==> src/hdl/hrhp_pkg.sv <==
// Package for the request head parser: field widths, kind and error codes, result type.
// No dependencies.
package hrhp_pkg;
	localparam int QueueDepth = 4;

	typedef enum logic [2:0] {
		KIND_METHOD  = 3'd0,
		KIND_PATH    = 3'd1,
		KIND_VERSION = 3'd2,
		KIND_NAME    = 3'd3,
		KIND_VALUE   = 3'd4,
		KIND_LINEEND = 3'd5,
		KIND_VERDICT = 3'd6
	} kind_t;

	localparam logic [2:0] ERR_NO_END   = 3'd0;
	localparam logic [2:0] ERR_MISSING  = 3'd1;
	localparam logic [2:0] ERR_METHOD   = 3'd2;
	localparam logic [2:0] ERR_EXTRA    = 3'd3;
	localparam logic [2:0] ERR_VERSION  = 3'd4;
	localparam logic [2:0] ERR_NO_COLON = 3'd5;

	typedef struct packed {
		logic [7:0] data_byte;
		logic       end_of_request;
	} req_t;

	typedef struct packed {
		logic [2:0] kind;
		logic [7:0] text_byte;
		logic       accepted;
		logic [2:0] error_code;
		logic       last_result;
	} result_t;

	// One byte's worth of results, up to three.
	typedef struct packed {
		logic [1:0] count;
		result_t [2:0] res;
	} group_t;

	function automatic logic [7:0] method_char(input logic [2:0] m, input logic [2:0] p);
		logic [7:0] w [7][7];
		w = '{'{"G","E","T",8'h00,8'h00,8'h00,8'h00},
			'{"P","O","S","T",8'h00,8'h00,8'h00},
			'{"P","U","T",8'h00,8'h00,8'h00,8'h00},
			'{"P","A","T","C","H",8'h00,8'h00},
			'{"D","E","L","E","T","E",8'h00},
			'{"H","E","A","D",8'h00,8'h00,8'h00},
			'{"O","P","T","I","O","N","S"}};
		return (p < 3'd7) ? w[m][p] : 8'd0;
	endfunction

	function automatic logic [3:0] method_len(input logic [2:0] m);
		case (m)
			3'd0: return 4'd3;
			3'd1: return 4'd4;
			3'd2: return 4'd3;
			3'd3: return 4'd5;
			3'd4: return 4'd6;
			3'd5: return 4'd4;
			default: return 4'd7;
		endcase
	endfunction

	function automatic logic [7:0] version_char(input logic [2:0] p);
		case (p)
			3'd0: return "H";
			3'd1: return "T";
			3'd2: return "T";
			3'd3: return "P";
			3'd4: return "/";
			3'd5: return "1";
			3'd6: return ".";
			default: return "1";
		endcase
	endfunction
endpackage

==> src/hdl/hrhp_stream_if.sv <==
// Valid/ready stream interface with a generic payload.
// Depends on nothing.
interface hrhp_stream_if #(parameter type payload_t = logic);
	logic     valid;
	logic     ready;
	payload_t payload;
	modport source (output valid, output payload, input ready);
	modport sink (input valid, input payload, output ready);
endinterface

==> src/hdl/hrhp_front.sv <==
// Front part: parses each byte and produces the group of results it causes.
// Depends on hrhp_pkg.
module hrhp_front import hrhp_pkg::*; (
	input  logic       clk,
	input  logic       arst_n,
	input  logic       step,
	input  logic [7:0] data_byte,
	input  logic       end_of_request,
	output group_t     grp
);
	logic [1:0] phase_q, phase_d;
	logic [1:0] tidx_q, tidx_d;
	logic       intok_q, intok_d;
	logic [6:0] mm_q, mm_d;
	logic [3:0] tpos_q, tpos_d;
	logic       vm_q, vm_d, extra_q, extra_d, cr_q, cr_d;
	logic       ls_q, ls_d, colon_q, colon_d, vfirst_q, vfirst_d;

	always_comb begin
		logic [7:0] b;
		logic       consumed, ws, done;
		logic [1:0] n;
		result_t    r [3];
		for (int k = 0; k < 3; k++) r[k] = '0;
		n = 2'd0;
		phase_d = phase_q; tidx_d = tidx_q; intok_d = intok_q; mm_d = mm_q;
		tpos_d = tpos_q; vm_d = vm_q; extra_d = extra_q; cr_d = cr_q;
		ls_d = ls_q; colon_d = colon_q; vfirst_d = vfirst_q;
		consumed = 1'b0;
		ws = 1'b0;
		b = 8'h0d;
		done = phase_q[1];
		for (int pass = 0; pass < 2; pass++) begin
			if (!done && !consumed) begin
				if (pass == 0) begin
					if (!cr_q) continue;
					cr_d = 1'b0;
					b = 8'h0d;
					if (data_byte == 8'h0a) begin
						consumed = 1'b1;
						if (phase_d == 2'd0) begin
							if (intok_d) begin
								if (tidx_d == 2'd0)
									for (int i = 0; i < 7; i++)
										if (method_len(3'(i)) != tpos_d) mm_d[i] = 1'b0;
								if (tidx_d == 2'd2 && tpos_d != 4'd8) vm_d = 1'b0;
								if (tidx_d != 2'd3) tidx_d = tidx_d + 2'd1;
								intok_d = 1'b0;
							end
							if (tidx_d != 2'd3 || mm_d == '0 || extra_d || !vm_d) begin
								r[n].kind = KIND_VERDICT;
								r[n].error_code = (tidx_d != 2'd3) ? ERR_MISSING :
									(mm_d == '0) ? ERR_METHOD : extra_d ? ERR_EXTRA : ERR_VERSION;
								n = n + 2'd1;
								phase_d = 2'd2;
							end else begin
								phase_d = 2'd1; ls_d = 1'b1; colon_d = 1'b0; vfirst_d = 1'b0;
							end
						end else begin
							r[n].kind = (ls_d || !colon_d) ? KIND_VERDICT : KIND_LINEEND;
							r[n].accepted = ls_d;
							r[n].error_code = (!ls_d && !colon_d) ? ERR_NO_COLON : ERR_NO_END;
							n = n + 2'd1;
							if (ls_d || !colon_d) phase_d = 2'd2;
							else begin
								ls_d = 1'b1; colon_d = 1'b0; vfirst_d = 1'b0;
							end
						end
						continue;
					end
				end else begin
					b = data_byte;
					if (b == 8'h0d) begin
						cr_d = 1'b1;
						continue;
					end
				end
				if (phase_d == 2'd0) begin
					ws = (b == 8'h20) || (b >= 8'h09 && b <= 8'h0d);
					if (ws) begin
						if (intok_d) begin
							if (tidx_d == 2'd0)
								for (int i = 0; i < 7; i++)
									if (method_len(3'(i)) != tpos_d) mm_d[i] = 1'b0;
							if (tidx_d == 2'd2 && tpos_d != 4'd8) vm_d = 1'b0;
							if (tidx_d != 2'd3) tidx_d = tidx_d + 2'd1;
							intok_d = 1'b0;
						end
					end else begin
						if (!intok_d) begin
							intok_d = 1'b1; tpos_d = 4'd0;
							if (tidx_d == 2'd3) extra_d = 1'b1;
						end
						if (tidx_d == 2'd0) begin
							for (int i = 0; i < 7; i++)
								if (tpos_d >= method_len(3'(i)) ||
									method_char(3'(i), tpos_d[2:0]) != b) mm_d[i] = 1'b0;
							r[n].kind = KIND_METHOD;
						end else if (tidx_d == 2'd1) begin
							r[n].kind = KIND_PATH;
						end else if (tidx_d == 2'd2) begin
							if (tpos_d[3] || version_char(tpos_d[2:0]) != b) vm_d = 1'b0;
							r[n].kind = KIND_VERSION;
						end
						if (tidx_d != 2'd3) begin
							r[n].text_byte = b;
							n = n + 2'd1;
						end
						if (tpos_d != 4'd15) tpos_d = tpos_d + 4'd1;
					end
				end else if (phase_d == 2'd1) begin
					ls_d = 1'b0;
					if (!colon_d) begin
						if (b == ":") begin
							colon_d = 1'b1; vfirst_d = 1'b1;
						end else begin
							r[n].kind = KIND_NAME; r[n].text_byte = b; n = n + 2'd1;
						end
					end else if (vfirst_d && b == " ") begin
						vfirst_d = 1'b0;
					end else begin
						vfirst_d = 1'b0;
						r[n].kind = KIND_VALUE; r[n].text_byte = b; n = n + 2'd1;
					end
				end
			end
		end
		if (end_of_request && !phase_d[1] && !done) begin
			r[n].kind = KIND_VERDICT;
			r[n].error_code = ERR_NO_END;
			n = n + 2'd1;
		end
		if (n != 2'd0) r[n - 2'd1].last_result = 1'b1;
		grp.count = n;
		grp.res = {r[2], r[1], r[0]};
	end

	always_ff @(posedge clk or negedge arst_n) begin
		if (!arst_n) begin
			phase_q <= 2'd0; tidx_q <= 2'd0; intok_q <= 1'b0; mm_q <= 7'h7f;
			tpos_q <= 4'd0; vm_q <= 1'b1; extra_q <= 1'b0; cr_q <= 1'b0;
			ls_q <= 1'b1; colon_q <= 1'b0; vfirst_q <= 1'b0;
		end else if (step) begin
			if (end_of_request) begin
				phase_q <= 2'd0; tidx_q <= 2'd0; intok_q <= 1'b0; mm_q <= 7'h7f;
				tpos_q <= 4'd0; vm_q <= 1'b1; extra_q <= 1'b0; cr_q <= 1'b0;
				ls_q <= 1'b1; colon_q <= 1'b0; vfirst_q <= 1'b0;
			end else begin
				phase_q <= phase_d; tidx_q <= tidx_d; intok_q <= intok_d; mm_q <= mm_d;
				tpos_q <= tpos_d; vm_q <= vm_d; extra_q <= extra_d; cr_q <= cr_d;
				ls_q <= ls_d; colon_q <= colon_d; vfirst_q <= vfirst_d;
			end
		end
	end
endmodule

==> src/hdl/hrhp_back.sv <==
// Back part: a group queue and a drain that hands results out one per handshake.
// Depends on hrhp_pkg.
module hrhp_back import hrhp_pkg::*; #(
	parameter int Depth = QueueDepth
) (
	input  logic    clk,
	input  logic    arst_n,
	input  logic    push,
	input  group_t  grp,
	output logic    has_room,
	output logic    out_valid,
	input  logic    out_ready,
	output result_t out_res
);
	localparam int AW = $clog2(Depth);
	group_t          mem [Depth];
	logic [AW-1:0]   wr_q, rd_q;
	logic [AW:0]     cnt_q;
	logic [1:0]      sub_q;
	logic            pop;
	group_t          head;

	assign head      = mem[rd_q];
	assign has_room  = cnt_q != (AW+1)'(Depth);
	assign out_valid = cnt_q != '0;
	assign out_res   = head.res[sub_q];
	assign pop       = out_valid && out_ready && (sub_q == head.count - 2'd1);

	always_ff @(posedge clk) begin
		if (push && grp.count != 2'd0) mem[wr_q] <= grp;
	end

	always_ff @(posedge clk or negedge arst_n) begin
		if (!arst_n) begin
			wr_q <= '0; rd_q <= '0; cnt_q <= '0; sub_q <= '0;
		end else begin
			if (push && grp.count != 2'd0)
				wr_q <= (wr_q == AW'(Depth - 1)) ? '0 : wr_q + 1'b1;
			if (pop) begin
				rd_q <= (rd_q == AW'(Depth - 1)) ? '0 : rd_q + 1'b1;
				sub_q <= '0;
			end else if (out_valid && out_ready) begin
				sub_q <= sub_q + 2'd1;
			end
			cnt_q <= cnt_q + (AW+1)'(push && grp.count != 2'd0) - (AW+1)'(pop);
		end
	end
endmodule

==> src/hdl/http_request_head_parser.sv <==
// Request head parser top level: byte front end feeding a result queue.
// Depends on hrhp_pkg, hrhp_stream_if, hrhp_front and hrhp_back.
// A byte's results, if any, are written into the group queue as one group when the byte is accepted.
// Throughput: one byte per cycle while the queue has room; results leave one per cycle while out_res is ready.
// A byte causing up to three results holds queue room for all of them in one group slot.
// Reset clears parser state and queue pointers asynchronously.
module http_request_head_parser import hrhp_pkg::*; #(
	parameter int Depth = QueueDepth
) (
	input logic clk,
	input logic arst_n,
	hrhp_stream_if.sink   in_req,
	hrhp_stream_if.source out_res
);
	group_t  grp;
	logic    room, step;
	result_t r;

	assign in_req.ready = room;
	assign step = in_req.valid && room;

	hrhp_front u_front (
		.clk, .arst_n, .step,
		.data_byte(in_req.payload.data_byte),
		.end_of_request(in_req.payload.end_of_request),
		.grp
	);

	hrhp_back #(.Depth(Depth)) u_back (
		.clk, .arst_n, .push(step), .grp, .has_room(room),
		.out_valid(out_res.valid), .out_ready(out_res.ready), .out_res(r)
	);
	assign out_res.payload = r;

	a_kind: assert property (@(posedge clk) disable iff (!arst_n)
		out_res.valid |-> out_res.payload.kind != 3'd7) else $error("bad kind");
	a_text: assert property (@(posedge clk) disable iff (!arst_n)
		out_res.valid && (out_res.payload.kind == KIND_VERDICT ||
		out_res.payload.kind == KIND_LINEEND) |-> out_res.payload.text_byte == 8'd0)
		else $error("text on non-byte kind");
endmodule

==> src/flat_wrapper.sv <==
// flat-port wrapper written by rule: the top's interface ports become plain ports
module http_request_head_parser_flat import hrhp_pkg::*;
#(
	parameter int Depth = QueueDepth
)
  (clk, arst_n, in_req_valid, in_req_payload, in_req_ready, out_res_valid, out_res_payload, out_res_ready);
  hrhp_stream_if #(.payload_t(req_t)) in_req_i ();
  hrhp_stream_if #(.payload_t(result_t)) out_res_i ();
  input logic clk;
  input logic arst_n;
  input wire logic [$bits(in_req_i.valid)-1:0] in_req_valid;
  input wire logic [$bits(in_req_i.payload)-1:0] in_req_payload;
  output wire logic [$bits(in_req_i.ready)-1:0] in_req_ready;
  output wire logic [$bits(out_res_i.valid)-1:0] out_res_valid;
  output wire logic [$bits(out_res_i.payload)-1:0] out_res_payload;
  input wire logic [$bits(out_res_i.ready)-1:0] out_res_ready;
  assign in_req_i.valid = in_req_valid;
  assign in_req_i.payload = in_req_payload;
  assign in_req_ready = in_req_i.ready;
  assign out_res_valid = out_res_i.valid;
  assign out_res_payload = out_res_i.payload;
  assign out_res_i.ready = out_res_ready;
  http_request_head_parser #(.Depth(Depth)) u_core (.clk(clk), .arst_n(arst_n), .in_req(in_req_i), .out_res(out_res_i));
endmodule
==> config.mk <==
export PLATFORM = sky130hd
export DESIGN_NAME = http_request_head_parser_flat
export DESIGN_NICKNAME = d
export VERILOG_FILES = /design/src/hdl/hrhp_pkg.sv /design/src/hdl/hrhp_stream_if.sv /design/src/hdl/hrhp_front.sv /design/src/hdl/hrhp_back.sv /design/src/hdl/http_request_head_parser.sv /design/src/flat_wrapper.sv
export SDC_FILE = /design/constraint.sdc
export NUM_CORES = 1
export LEC_CHECK = 0
export BUFFER_PORTS_ARGS = -buffer_cell sky130_fd_sc_hd__buf_2
export CAP_MARGIN = 20
export CELL_PAD_IN_SITES_DETAIL_PLACEMENT = 0
export CELL_PAD_IN_SITES_GLOBAL_PLACEMENT = 1
export CORE_MARGIN = 4
export CORE_UTILIZATION = 25
export DETAILED_ROUTE_END_ITERATION = 12
export GPL_TIMING_DRIVEN = 0
export PLACE_DENSITY_LB_ADDON = 0.1
export RECOVER_POWER = 25
export SYNTH_ARGS = -nofsm -noshare
export SYNTH_HDL_FRONTEND = slang
export SYNTH_SLANG_ARGS = --single-unit
export TNS_END_PERCENT = 30
==> constraint.sdc <==
create_clock -name clk -period 6.3 [get_ports clk]
set_clock_uncertainty 0.2 [all_clocks]
set_input_delay 0.315 -clock clk [delete_from_list [all_inputs] [get_ports clk]]
set_output_delay 0.315 -clock clk [all_outputs]
set_load 0.01 [all_outputs]
==> metrics <==
largest family of logic cells by synthesized area=compound AO/OA/AOI/OAI gates; post-synthesis adder-cell area fraction=2.899%; detailed-route wire length per cell=22.80 um; area grow syn2layout=14.19%; CP Buf/Inv Count=3; CTS Buf Count=17; FMAX=170.3 MHz; Non-Filler Instances=1468; internal power=3049 uW; die area=0.04583 mm2; chip width=214.1 um; critical path class=flip-flop to flip-flop; total nets after synthesis=895; failing checks=max-capacitance violations, max-slew violations; Slew HR=-49.45%; CP required=6260 ps; Leak=0.004152 uW; gpl congestion=0.7608; vias in the first global route=7732; gr usage total=14.89%; HPWL after DPL=24.32 mm; worst skew pair latency=480 ps; combinational share of power=39.0%; Hold Path Origin=in_req_valid; Pwr Density=394.8 mW/mm2; Row Count=75; Async SR Flop Fraction=15.58%; clk buf depth=2; via/cell ratio=4.943; reg2reg end=u_core.u_back.mem[1][8]; part of the power in registers=38.2%; Min-Delay Path Class=input port to flip-flop; crit path DAT=5830 ps; Worst R2R Setup Slack=430 ps; CP peak stage delay=570 ps; register area share after synthesis=54.93%; Reg clk slew, reported paths=70 ps; Worst Hold End=u_core.u_front.tidx_q[0]; filler cell count=4318; TNS Setup=0 ps; post-synthesis compound-gate area fraction=13.36%; synth unique cells=86; CTS root buffer=clkbuf_16; Sink Count=199; Detailed Routing Iterations Pass 1=4; initial antenna violation count=0; Worst Reg-to-Reg Cells=18; Vias=7256; multiplexer share of the synthesized area=11.01%; IO Pins=31; post-synthesis cell area=0.01062 mm2; Placed Cells=1429; Max VDD drop=0.1924 mV; final net count=952; # DRC=0; post-layout util=28.90%; Post-synth EDFFs=168; Max-Cap Viols=1; Post-Synth XOR/XNOR Area=1.320%; Cells after Synth=858; Min-Delay Path Depth=3; cell family with most CP delay=simple AND/OR/NAND/NOR gates; synth warn=0; Final Max Tran Viols=32; Hold Violations, Final=0; #FFs+latches synth=199; Critical R2R Launch=u_core.u_front.tidx_q[0]; crit path cell chain=or3b_1 > o21a_1 > o41ai_4 > nor2_1 > nor2_1 > ha_1 > or3b_2 > ha_1 > nand2_1 > o22ai_1 > a41o_1 > inv_1 > ha_1 > inv_1 > a41oi_1 > o31a_4 > and2_2 > buf_12; Post-Synth Simple-Gate Area=12.43%; Final setup viols=0; GRT overflow=0; crit end category=flip-flop; period utilisation layout=93.19%; unrepaired setup endpoints after global routing=no; syn avg cell area=12.37 um2; CTS H-tree lvls=4; Clock power frac=22.8%; number of routed nets with antenna violations=0; first-pass GRT wire length=50.80 mm; initial core utilization=25.31%; DRT iter0 DRCs=455; worst-path fanout max=24; layout cells sized above 1=14.66%; die height=214.1 um; status=finished with violations; Primary FF master, synth=edfxtp_1; Net Switching=1738 uW; WL final=33.47 mm; PortBufs=27; core box area=0.04195 mm2; CTS tree=done; Final Critical Period=5871 ps; slowest stage cell on the critical path=and2_2; Startpoint Class=flip-flop; worst slew pin tran=2242 ps; Sw Ratio=36.31%; Top cell by count, worst path=ha_1; largest net degree at the start of global routing=32
==> sequential cells by signal, summed over array words and instances (netlist names), 2 cells and up <==
signal / cells
u_core.u_back.mem: 168
u_core.u_front.mm_q: 7
u_core.u_front.tpos_q: 4
u_core.u_back.cnt_q: 3
u_core.u_back.rd_q: 2
u_core.u_back.sub_q: 2
u_core.u_back.wr_q: 2
u_core.u_front.phase_q: 2
u_core.u_front.tidx_q: 2
==> metal layers <==
metal / wire, um / GRT usage, %
met5: 0 / 0
met4: 412 / 3.933
met3: 818 / 3.160
met2: 16690 / 25.25
met1: 15550 / 19.48
==> layout make-up <==
type | count | area (um2) | area share [%]
Multi-Input combinational cell | 550 | 4349 | 35.87
Tap cell | 539 | 674.4 | 5.562
Timing Repair Buffer | 38 | 264.0 | 2.178
Clock buffer | 18 | 429.2 | 3.540
Inverter | 47 | 176.4 | 1.455
Sequential cell | 199 | 5832 | 48.10
Buffer | 62 | 254.0 | 2.095
Antenna cell | 1 | 2.502 | 0.02064
Clock inverter | 14 | 142.6 | 1.176
==> worst register-to-register path: stages (launching register included) <==
cell and delay, ps:
dfrtp_1 440, or3b_1 440, o21a_1 250, o41ai_4 550
nor2_1 130, nor2_1 260, ha_1 190, or3b_2 540
ha_1 340, nand2_1 50, o22ai_1 160, a41o_1 240
inv_1 90, ha_1 280, inv_1 50, a41oi_1 180
o31a_4 250, and2_2 570, buf_12 290
==> through the flow <==
stage          hold slack [ps]  worst slack, ps  total power [uW]  instance area, um2
2_1_floorplan           -180.6            815.7              3113               10620
3_3_place_gp             269.9           -972.0              3786               11430
3_5_place_dp             277.8            269.4              3804               11530
4_1_cts                  57.38            210.0              4927               12120
5_1_grt                  132.2            95.52              5120               12120
6_report                 95.98            429.2              4787               12120
==> power by group through the flow <==
| stage | Sequential (uW) | Combinational, uW | Clock [uW] |
|---|---|---|---|
| 6_report | 1830 | 1870 | 1090 |
| 5_1_grt | 1850 | 2070 | 1190 |
| 4_1_cts | 1830 | 1950 | 1150 |
| 3_5_place_dp | 1860 | 1940 | 0 |
| 3_3_place_gp | 1880 | 1910 | 0 |
| 2_1_floorplan | 1840 | 1280 | 0 |
==> cells by family (layout without fill, tap and decap cells) <==
family | after synthesis | count (layout)
buffers and inverters | 109 | 179
xor gates and xnor gates | 16 | 16
DFF | 199 | 199
other | 0 | 1
and+or+nand+nor | 243 | 243
AOI/OAI and AO/OA | 204 | 204
muxes | 63 | 63
adders and majority gates | 24 | 24
==> cell usage after synthesis (3+ instances only) <==
cell      number  share of area (%)
nor3b_1        8               0.57
o22a_1         3               0.25
or4_1          3               0.21
and4_1         3               0.25
nor2b_1        6               0.35
mux2i_1       17                1.6
nand3_1       16               0.75
nand4_1        8               0.47
dfrtp_1       22                5.2
nand2b_1       5               0.29
or3_1          3               0.18
o21ai_1        5               0.24
a211oi_1       5               0.35
mux4_2        42                8.9
nor2_1        60                2.1
o32ai_1        5               0.41
nand2_1       52                1.8
nor3_1        15               0.71
a31o_2         3               0.25
xor2_1        10               0.82
o22ai_1       24                1.4
ha_1          23                2.7
o211ai_1       6               0.42
o31ai_1        6               0.42
a31oi_1       14               0.82
o21a_1         3               0.21
nor4b_1        4               0.33
and2_1        14               0.82
edfxtp_1     168                 48
clkbuf_1      49                1.7
buf_1          8               0.28
a32o_1         5               0.47
a32oi_1        6               0.49
o21ai_0       44                2.1
xnor2_1        6               0.49
a22oi_1        3               0.21
a21oi_1       35                1.6
dfstp_2        9                2.2
a21o_1         4               0.28
inv_1         45                1.6
a21boi_0       4               0.28
and3_1        24                1.4
==> layout by cell type, fill, tap and decap left out, types with 6 or more instances in the layout <==
cell type,Yosys,routed
buf_2,2,13
nand2_1,52,52
o21ai_0,44,45
inv_1,45,45
ha_1,23,23
o22ai_1,24,24
nand3_1,16,16
nor3_1,15,15
dfrtp_1,22,22
and2_1,14,8
o211ai_1,6,6
nor3b_1,8,8
and3_1,24,24
xor2_1,10,10
o31ai_1,6,7
a32oi_1,6,6
nor2_1,60,60
nor2b_1,6,6
a21oi_1,35,35
edfxtp_1,168,168
dfstp_2,9,9
mux4_2,42,42
clkbuf_1,49,69
buf_1,8,6
mux2i_1,17,17
a31oi_1,14,14
clkbuf_16,0,17
nand4_1,8,8
xnor2_1,6,6
==> how the worst max path moves through the flow <==
stage	start	cells past startpoint	slack [ps]	to
6_report	u_core.u_front.tidx_q[0]	18	430	u_core.u_back.mem[1][8]
5_1_grt	u_core.u_front.tpos_q[0]	18	100	u_core.u_back.mem[1][8]
4_1_cts	u_core.u_front.cr_q	16	210	u_core.u_back.mem[0][8]
3_5_place_dp	u_core.u_front.cr_q	16	270	u_core.u_back.mem[0][27]
3_3_place_gp	u_core.u_front.cr_q	15	-970	u_core.u_back.mem[3][25]
2_1_floorplan	u_core.u_front.tidx_q[0]	17	820	u_core.u_back.mem[3][0]
==> timing repair <==
action / CTS / global route
hold endpoints to repair: 23 / 0
resized for setup: 0 / 2
endpoints found under the setup margin: 0 / 69
buffers inserted: 0 / 2
hold buffers: 2 / 0
Note: power is estimated with default switching activity, not from simulation.
